**config.mk**
```make
export PLATFORM = sky130hd
export DESIGN_NAME = newton_nth_root
export DESIGN_NICKNAME = d
export VERILOG_FILES = /design/src/rtl/nnr_pkg.sv /design/src/rtl/nnr_mul.sv /design/src/rtl/nnr_div.sv /design/src/rtl/newton_nth_root.sv
export SDC_FILE = /design/constraint.sdc
export NUM_CORES = 2
export LEC_CHECK = 0
export BUFFER_PORTS_ARGS = -buffer_cell sky130_fd_sc_hd__buf_2
export CORE_ASPECT_RATIO = 0.75
export CORE_MARGIN = 1
export CORE_UTILIZATION = 60
export DETAILED_ROUTE_END_ITERATION = 7
export GPL_TIMING_DRIVEN = 0
export PLACE_DENSITY = 0.78
export SYNTH_ARGS = -nofsm -noshare
export SYNTH_HDL_FRONTEND = slang
export SYNTH_SLANG_ARGS = --single-unit
```
**constraint.sdc**
```tcl
create_clock -name aclk -period 10.3 [get_ports aclk]
set_input_delay 1.03 -clock aclk [delete_from_list [all_inputs] [get_ports aclk]]
set_output_delay 1.03 -clock aclk [all_outputs]
set_load 0.01 [all_outputs]
```
**src/rtl/nnr_pkg.sv**
```systemverilog
package nnr_pkg;

    // width of the radicand, the root and every internal iterate
    localparam int W = 48;

    localparam logic [W-1:0] SAT_MAX = {1'b0, {(W-1){1'b1}}};

    localparam int CFG_ADDR_W = 5;

    typedef enum logic [1:0] {
        REG_SQRT_ITER = 2'd0,
        REG_ROOT_ITER = 2'd1,
        REG_SQRT_SEED = 2'd2,
        REG_ROOT_SEED = 2'd3
    } reg_idx_t;

    // status of a shared serial arithmetic unit
    typedef struct packed {
        logic busy;
        logic done;
    } unit_stat_t;

endpackage

```
**src/rtl/nnr_mul.sv**
```systemverilog
module nnr_mul (
    input  logic                         aclk,
    input  logic                         aresetn,
    input  logic                         start,
    input  logic [nnr_pkg::W-1:0]        a,
    input  logic [nnr_pkg::W-1:0]        b,
    output logic [2*nnr_pkg::W-1:0]      prod,
    output nnr_pkg::unit_stat_t          stat
);

    localparam int W  = nnr_pkg::W;
    localparam int CW = $clog2(W + 1);

    logic [W-1:0]   a_reg;
    logic [2*W-1:0] prod_reg, prod_next;
    logic [CW-1:0]  cnt_reg;
    logic           busy_reg;
    logic           done_reg;
    logic [W:0]     upper_sum;

    // one multiplier bit a cycle, lsb first; the product shifts in from the top
    always_comb begin
        upper_sum = {1'b0, prod_reg[2*W-1:W]} + (prod_reg[0] ? {1'b0, a_reg} : '0);
        prod_next = {upper_sum, prod_reg[W-1:1]};
    end

    always_ff @(posedge aclk) begin
        if (!aresetn) begin
            busy_reg <= 1'b0;
            done_reg <= 1'b0;
            cnt_reg  <= '0;
        end else begin
            done_reg <= 1'b0;
            if (start) begin
                busy_reg <= 1'b1;
                cnt_reg  <= CW'(W);
                a_reg    <= a;
                prod_reg <= {{W{1'b0}}, b};
            end else if (busy_reg) begin
                prod_reg <= prod_next;
                cnt_reg  <= cnt_reg - 1'b1;
                if (cnt_reg == CW'(1)) begin
                    busy_reg <= 1'b0;
                    done_reg <= 1'b1;
                end
            end
        end
    end

    assign prod      = prod_reg;
    assign stat.busy = busy_reg;
    assign stat.done = done_reg;

endmodule

```
**src/rtl/nnr_div.sv**
```systemverilog
module nnr_div #(
    parameter int DW = 64
) (
    input  logic                   aclk,
    input  logic                   aresetn,
    input  logic                   start,
    input  logic [DW-1:0]          dividend,
    input  logic [nnr_pkg::W-1:0]  divisor,
    output logic [DW-1:0]          quotient,
    output nnr_pkg::unit_stat_t    stat
);

    localparam int W  = nnr_pkg::W;
    localparam int CW = $clog2(DW + 1);

    logic [DW-1:0] dq_reg;
    logic [W-1:0]  rem_reg;
    logic [W-1:0]  den_reg;
    logic [CW-1:0] cnt_reg;
    logic          busy_reg;
    logic          done_reg;
    logic [W:0]    rem_sh;
    logic [W:0]    diff;
    logic          ge;

    // restoring division, one quotient bit a cycle; quotient bits replace dividend bits
    always_comb begin
        rem_sh = {rem_reg, dq_reg[DW-1]};
        diff   = rem_sh - {1'b0, den_reg};
        ge     = rem_sh >= {1'b0, den_reg};
    end

    always_ff @(posedge aclk) begin
        if (!aresetn) begin
            busy_reg <= 1'b0;
            done_reg <= 1'b0;
            cnt_reg  <= '0;
        end else begin
            done_reg <= 1'b0;
            if (start) begin
                busy_reg <= 1'b1;
                cnt_reg  <= CW'(DW);
                dq_reg   <= dividend;
                rem_reg  <= '0;
                den_reg  <= divisor;
            end else if (busy_reg) begin
                rem_reg <= ge ? diff[W-1:0] : rem_sh[W-1:0];
                dq_reg  <= {dq_reg[DW-2:0], ge};
                cnt_reg <= cnt_reg - 1'b1;
                if (cnt_reg == CW'(1)) begin
                    busy_reg <= 1'b0;
                    done_reg <= 1'b1;
                end
            end
        end
    end

    assign quotient  = dq_reg;
    assign stat.busy = busy_reg;
    assign stat.done = done_reg;

endmodule

```
**src/rtl/newton_nth_root.sv**
```systemverilog
// Error, degree one and zero radicand go straight to S_FIN, which registers the result once
// the output register is free. Square root: sqrt_iterations steps x = (x + mag/x)/2, each one
// serial divide. Degree n: root_iterations steps, each n-1 multiplies for x^(n-1), a divide,
// a multiply by n-1 and a divide by n, the shared serial units running one at a time.
// Throughput: one word in flight; the next is taken the cycle after the result is registered.
// Reset (aresetn low, synchronous) restores the default registers and empties the block.
module newton_nth_root #(
    parameter int MAX_DEGREE    = 16,
    parameter int FRACTION_BITS = 16
) (
    input  logic        aclk,
    input  logic        aresetn,
    input  logic        s_tvalid,
    output logic        s_tready,
    input  logic [47:0] s_tdata,   // radicand[47:0]
    input  logic [4:0]  s_tuser,   // degree[4:0]
    output logic        m_tvalid,
    input  logic        m_tready,
    output logic [47:0] m_tdata,   // root_value[47:0]
    output logic [1:0]  m_tuser,   // imaginary[0], error[1]
    input  logic        psel,
    input  logic        penable,
    input  logic        pwrite,
    input  logic [nnr_pkg::CFG_ADDR_W-1:0] paddr,
    input  logic [63:0] pwdata,
    output logic [63:0] prdata,
    output logic        pready
);

    localparam int W  = nnr_pkg::W;
    localparam int F  = FRACTION_BITS;
    localparam int DW = W + F;

    typedef enum logic [2:0] {
        S_IDLE, S_SQ, S_POW, S_QUO, S_SCALE, S_AVG, S_FIN
    } state_t;

    state_t        state_reg;
    logic          issued_reg;
    logic [7:0]    sqrt_iter_reg, root_iter_reg;
    logic [W-2:0]  sqrt_seed_reg, root_seed_reg;
    logic [7:0]    iter_reg;
    logic [W-1:0]  mag_reg, x_reg, p_reg, q_reg, val_reg;
    logic [DW-1:0] t_reg;
    logic [4:0]    n_reg, k_reg;
    logic          imag_reg, err_reg;
    logic          m_tvalid_reg;
    logic [W-1:0]  m_data_reg;
    logic [1:0]    m_user_reg;

    logic                 mul_start, div_start;
    logic [W-1:0]         mul_a, mul_b;
    logic [2*W-1:0]       mul_prod;
    logic [DW-1:0]        div_num, div_q;
    logic [W-1:0]         div_den;
    nnr_pkg::unit_stat_t  mul_stat, div_stat;
    logic [W-1:0]         mul_sat, div_sat;
    logic [W:0]           sq_sum;

    logic          in_acc;
    logic          in_neg;
    logic [W-1:0]  in_mag;
    logic          deg_bad;
    logic          cfg_wr;

    assign s_tready = (state_reg == S_IDLE);
    assign in_acc   = s_tvalid && s_tready;
    assign in_neg   = s_tdata[W-1];
    assign in_mag   = in_neg ? (~s_tdata + 1'b1) : s_tdata;
    assign deg_bad  = (s_tuser == 5'd0) || (32'(s_tuser) > MAX_DEGREE);
    assign cfg_wr   = psel && penable && pwrite && pready;

    assign pready = 1'b1;

    always_comb begin
        unique case (nnr_pkg::reg_idx_t'(paddr[4:3]))
            nnr_pkg::REG_SQRT_ITER: prdata = {56'd0, sqrt_iter_reg};
            nnr_pkg::REG_ROOT_ITER: prdata = {56'd0, root_iter_reg};
            nnr_pkg::REG_SQRT_SEED: prdata = {17'd0, sqrt_seed_reg};
            nnr_pkg::REG_ROOT_SEED: prdata = {17'd0, root_seed_reg};
            default:                prdata = '0;
        endcase
    end

    // operand selection for the shared units
    always_comb begin
        if (state_reg == S_SCALE) begin
            mul_a = x_reg;
            mul_b = W'(n_reg - 5'd1);
        end else begin
            mul_a = p_reg;
            mul_b = x_reg;
        end
        unique case (state_reg)
            S_SQ:    begin div_num = {mag_reg, {F{1'b0}}}; div_den = x_reg; end
            S_QUO:   begin div_num = {mag_reg, {F{1'b0}}}; div_den = p_reg; end
            S_AVG:   begin div_num = t_reg + DW'(q_reg);   div_den = W'(n_reg); end
            default: begin div_num = {mag_reg, {F{1'b0}}}; div_den = x_reg; end
        endcase
        mul_start = !issued_reg && (state_reg == S_SCALE ||
                                    (state_reg == S_POW && k_reg < n_reg));
        div_start = !issued_reg && (state_reg == S_SQ || state_reg == S_QUO ||
                                    state_reg == S_AVG);
        mul_sat = (|mul_prod[2*W-1:F+W-1]) ? nnr_pkg::SAT_MAX
                                           : {1'b0, mul_prod[F+W-2:F]};
        div_sat = (|div_q[DW-1:W-1]) ? nnr_pkg::SAT_MAX : {1'b0, div_q[W-2:0]};
        sq_sum  = {1'b0, x_reg} + {1'b0, div_sat};
    end

    nnr_mul u_mul (
        .aclk    (aclk),
        .aresetn (aresetn),
        .start   (mul_start),
        .a       (mul_a),
        .b       (mul_b),
        .prod    (mul_prod),
        .stat    (mul_stat)
    );

    nnr_div #(.DW(DW)) u_div (
        .aclk     (aclk),
        .aresetn  (aresetn),
        .start    (div_start),
        .dividend (div_num),
        .divisor  (div_den),
        .quotient (div_q),
        .stat     (div_stat)
    );

    always_ff @(posedge aclk) begin
        if (!aresetn) begin
            state_reg     <= S_IDLE;
            issued_reg    <= 1'b0;
            m_tvalid_reg  <= 1'b0;
            sqrt_iter_reg <= 8'd10;
            root_iter_reg <= 8'd50;
            sqrt_seed_reg <= (W-1)'(3276800);
            root_seed_reg <= (W-1)'(655360);
        end else begin
            if (cfg_wr) begin
                unique case (nnr_pkg::reg_idx_t'(paddr[4:3]))
                    nnr_pkg::REG_SQRT_ITER: sqrt_iter_reg <= pwdata[7:0];
                    nnr_pkg::REG_ROOT_ITER: root_iter_reg <= pwdata[7:0];
                    nnr_pkg::REG_SQRT_SEED: sqrt_seed_reg <= pwdata[W-2:0];
                    nnr_pkg::REG_ROOT_SEED: root_seed_reg <= pwdata[W-2:0];
                    default: ;
                endcase
            end

            // in S_FIN the output register is reloaded below
            if (m_tvalid_reg && m_tready && state_reg != S_FIN) begin
                m_tvalid_reg <= 1'b0;
            end

            if (mul_start || div_start) begin
                issued_reg <= 1'b1;
            end

            unique case (state_reg)
                S_IDLE: begin
                    if (in_acc) begin
                        mag_reg  <= in_mag;
                        n_reg    <= s_tuser;
                        p_reg    <= W'(1) << F;
                        k_reg    <= 5'd1;
                        if (deg_bad) begin
                            imag_reg  <= 1'b0;
                            err_reg   <= 1'b1;
                            val_reg   <= '0;
                            state_reg <= S_FIN;
                        end else if (s_tuser == 5'd1) begin
                            imag_reg  <= 1'b0;
                            err_reg   <= 1'b0;
                            val_reg   <= s_tdata;
                            state_reg <= S_FIN;
                        end else if (s_tdata == '0) begin
                            imag_reg  <= 1'b0;
                            err_reg   <= 1'b0;
                            val_reg   <= '0;
                            state_reg <= S_FIN;
                        end else if (s_tuser == 5'd2) begin
                            imag_reg <= in_neg;
                            err_reg  <= 1'b0;
                            x_reg    <= {1'b0, sqrt_seed_reg};
                            val_reg  <= {1'b0, sqrt_seed_reg};
                            iter_reg <= sqrt_iter_reg;
                            state_reg <= (sqrt_iter_reg == 8'd0) ? S_FIN : S_SQ;
                        end else if (in_neg) begin
                            imag_reg  <= 1'b0;
                            err_reg   <= 1'b1;
                            val_reg   <= '0;
                            state_reg <= S_FIN;
                        end else begin
                            imag_reg <= 1'b0;
                            err_reg  <= 1'b0;
                            x_reg    <= {1'b0, root_seed_reg};
                            val_reg  <= {1'b0, root_seed_reg};
                            iter_reg <= root_iter_reg;
                            state_reg <= (root_iter_reg == 8'd0) ? S_FIN : S_POW;
                        end
                    end
                end
                S_SQ: begin
                    if (div_stat.done) begin
                        issued_reg <= 1'b0;
                        x_reg      <= sq_sum[W:1];
                        val_reg    <= sq_sum[W:1];
                        iter_reg   <= iter_reg - 8'd1;
                        if (iter_reg == 8'd1) begin
                            state_reg <= S_FIN;
                        end
                    end
                end
                S_POW: begin
                    // build x^(n-1) one multiply at a time
                    if (!issued_reg && !(k_reg < n_reg)) begin
                        state_reg <= S_QUO;
                    end else if (mul_stat.done) begin
                        issued_reg <= 1'b0;
                        p_reg      <= mul_sat;
                        k_reg      <= k_reg + 5'd1;
                    end
                end
                S_QUO: begin
                    if (div_stat.done) begin
                        issued_reg <= 1'b0;
                        q_reg      <= div_sat;
                        state_reg  <= S_SCALE;
                    end
                end
                S_SCALE: begin
                    if (mul_stat.done) begin
                        issued_reg <= 1'b0;
                        t_reg      <= mul_prod[DW-1:0];
                        state_reg  <= S_AVG;
                    end
                end
                S_AVG: begin
                    if (div_stat.done) begin
                        issued_reg <= 1'b0;
                        x_reg      <= div_sat;
                        val_reg    <= div_sat;
                        p_reg      <= W'(1) << F;
                        k_reg      <= 5'd1;
                        iter_reg   <= iter_reg - 8'd1;
                        state_reg  <= (iter_reg == 8'd1) ? S_FIN : S_POW;
                    end
                end
                S_FIN: begin
                    // hold until the output register is free
                    if (!m_tvalid_reg || m_tready) begin
                        m_tvalid_reg <= 1'b1;
                        m_data_reg   <= val_reg;
                        m_user_reg   <= {err_reg, imag_reg};
                        state_reg    <= S_IDLE;
                    end
                end
                default: state_reg <= S_IDLE;
            endcase
        end
    end

    assign m_tvalid = m_tvalid_reg;
    assign m_tdata  = m_data_reg;
    assign m_tuser  = m_user_reg;

`ifndef SYNTHESIS
    a_mul_idle_on_start: assert property (@(posedge aclk) disable iff (!aresetn)
        mul_start |-> !mul_stat.busy)
        else $error("multiplier restarted while busy");

    a_div_idle_on_start: assert property (@(posedge aclk) disable iff (!aresetn)
        div_start |-> !div_stat.busy)
        else $error("divider restarted while busy");

    a_units_exclusive: assert property (@(posedge aclk) disable iff (!aresetn)
        !(mul_stat.busy && div_stat.busy))
        else $error("multiplier and divider busy together");

    a_no_accept_while_busy: assert property (@(posedge aclk) disable iff (!aresetn)
        (mul_stat.busy || div_stat.busy) |-> !s_tready)
        else $error("input ready while an item is in work");
`endif

endmodule
```
==> out/qor.tcl <==
set qor(place.gp.congestion) 1.04
set qor(wire_length_of_the_first_global_routing_pass_um) 245000
set qor(worstSkewPairLatency_ps) 670
set qor(post_dp_hpwl_um) 134000
set qor(worst_ep_arrival_time_ps) 7110
set qor(cts-buffers-inserted) 83
set qor(critical_path_class) {reg -> reg}
set qor(power_frac_comb) 0.365
set qor(setup_repair_after_global_routing_missed_its_margin) {false}
set qor(post_cts_buffers) 0
set qor(synth_top_cell_area_share) 0.433
set qor(antenna_found_initial) 15
set qor(overflow_left_after_global_routing) 0
set qor(peakVddDrop_mv) 0.174
set qor(synth_seq_area_share) 0.490
set qor(timing.slew.headroom) 0.0643
set qor(post_cts_resized) 0
set qor(most-common-layout-cells) {700 x nand2_1, 676 x edfxtp_1, 432 x nor2_1, 395 x a21oi_1, 267 x o21ai_0}
set qor(yosysWarnings) 0
set qor(std_cell_rows) 88
set qor(category_of_the_worst_setup_path_capture_point) {flop}
set qor(period_needed_ps) 6790
set qor(cellPowerDensity_mw_per_mm2) 249
set qor(cts.path.max_buffers) 3
set qor(area_of_the_placeable_core_mm2) 0.0771
set qor(die_h_um) 244
set qor(layout_worst_path_cycle_share) 0.659
set qor(largest_net_degree_at_the_start_of_global_routing) 65
set qor(total_leakage_power_uw) 0.0197
set qor(number_of_flip_flops_in_the_largest_register) 96
set qor(design.die.area_mm2) 0.0792
set qor(fin_worst_hold_slack_ps) 421
set qor(route.vias.total) 41600
set qor(number_of_nets_in_the_finished_design) 5468
set qor(synthesis.area_mm2) 0.0468
set qor(clock_sink_total) 808
set qor(clkSlewWorstSetupHoldPaths_ps) 70
set qor(ys_dominant_reg_cell) {edfxtp_1}
set qor(layout_commonest_cell) {nand2_1}
set qor(final-hold-violation-count) 0
set qor(power_frac_clock) 0.245
set qor(synth.largest_area_cell) {edfxtp_1}
set qor(drt_wl_total_um) 172000
set qor(drt_iter0_drc) 7134
set qor(postSynthRegisterBits) 808
set qor(max_freq_mhz) 147
set qor(clockRootBuffer) {clkbuf_16}
set qor(tritoncts) {yes}
set qor(synth.distinct_cells) 79
set qor(setup_ws_ps) 3510
set qor(p_int_uw) 7940
set qor(hold_class) {reg -> reg}
set qor(crit_path_start_kind) {flop}
set qor(timing.clock.skew_ps) 31.8
set qor(drive_above_1_share) 0.0833
set qor(io_buffer_count) 204
set qor(ant_nets) 0
set qor(max_cap_viol_count) 0
set qor(post_synthesis_cell_count) 4809
set qor(htree_num_levels) 3
set qor(synthesis.area_per_instance_um2) 9.74
set qor(critPathRequiredTime_ps) 10620
set qor(post_synth_edffs) 676
set qor(design.portCount) 246
set qor(worst-path-max-fanout) 10
set qor(synth_top_cells_by_area) {edfxtp_1 43%, dfxtp_1 5.6%, nand2_1 5.6%}
set qor(area_growth_syn_to_layout_pct) 11.8
set qor(power.share.sequential) 0.390
set qor(routed_via_density) 6.67
set qor(die_width_um) 325
set qor(cts-hold-fix-buffers) 0
set qor(grt_pass1_vias) 37300
set qor(initial_utilization) 0.608
set qor(routedWlPerCell_um) 27.6
set qor(setup_violations) 0
set qor(status) {completed}
set qor(ffs_w_async_s_r_synth) 0
set qor(drc_errors) 0
set qor(place_worst_setup_slack_ps) 3990
set qor(power.net_switching_uw) 5090
set qor(final_max_slew_viol_count) 0
set qor(power.share.switching) 0.391
set qor(drt-pass1-iter-count) 7
set qor(globalRouteTotalUtil) 0.422
set qor(worstMarginPinSlew_ps) 1390
==> per-layer routing <==
layer	global-route usage	vias up	wire length, um
li1	-	18100	-
met1	0.632	19800	70200
met2	0.535	3275	64600
met3	0.183	390	31100
met4	0.134	14	5970
met5	0.0290	-	364
==> worst paths after layout <==
check	cells after the start	slack, ps	from	endpoint
hold reg to reg	0	420	val_reg[47]	m_tdata[47]
setup reg to reg	16	3510	u_div.quotient[47]	val_reg[40]
setup / recovery	16	3510	u_div.quotient[47]	val_reg[40]
hold / removal	0	420	val_reg[47]	m_tdata[47]
==> Yosys cell counts (35+ instances only) <==
cell      instances
nor3_1           36
o21ai_0         267
inv_1           124
clkbuf_1        246
a21oi_1         395
and3_1           38
a21o_1          131
and2_1           70
nand2_1         700
a21boi_0        107
xor2_1          100
dfxtp_1         132
ha_1            207
xnor2_1         147
or3_1            61
o21bai_1         37
a31oi_1          35
nor4_1           38
nor2b_1          76
a22o_1           45
nand4_1          53
mux2i_1         129
nor2_1          434
edfxtp_1        676
nand3_1          82
a22oi_1          77
==> power groups by stage <==
| stage | combinational (uW) | sequential, uW | clock [uW] |
|---|---|---|---|
| global route | 5100 | 5090 | 3290 |
| detailed placement | 4520 | 5080 | 0 |
| global placement | 4350 | 5150 | 0 |
| CTS | 4560 | 5020 | 3180 |
| floorplan | 3080 | 4860 | 0 |
| finish | 4760 | 5080 | 3190 |
==> critical path, stage by stage (launching register included) <==
cell and delay [ps]:
edfxtp_1 410, nor4_1 300, nand3_1 650, clkbuf_1 560
or3_1 520, ha_1 300, clkbuf_1 320, and4_1 280
nand2_1 60, nor4b_1 370, a21oi_1 200, a211oi_1 760
o21ai_0 440, a211oi_1 490, nor3_1 100, nor3_1 370
o21ai_0 320
==> kinds of logic (layout without fill, tap and decap cells) <==
family                   after synthesis  after routing  share of synthesized area
other                                  2             25                   0.000160
XOR/XNOR                             247            247                     0.0462
AND/OR/NAND/NOR                     1677           1677                      0.162
flip-flops                           808            808                      0.490
adder cells (fa/ha/maj)              211            211                     0.0570
AO/OA/AOI/OAI                       1305           1305                      0.177
buffers and inverters                419            791                     0.0356
multiplexers                         140            140                     0.0321
==> per-stage QoR <==
step                instances  cell area [um2]  total power, uW   util  TNS [ps]
global route             6234            52400            13500  0.679         0
global placement         6064            49200             9500  0.639    -68670
floorplan                4825            46900             7940      -         0
finish                   6239            52400            13000  0.680         0
detailed placement       6078            49500             9600  0.643         0
CTS                      6232            52400            12800  0.679         0
==> final cells by class <==
cell class,count,area [um2]
fill,6130,24700
sequential,808,22900
multi-input combinational,3598,22400
clock buffer,109,2400
tap,1035,1290
timing repair buffer,218,1270
buffer,295,1200
inverter,124,465
clock inverter,45,412
antenna,7,17.5
No activity file was read; power rests on OpenSTA's default activity.
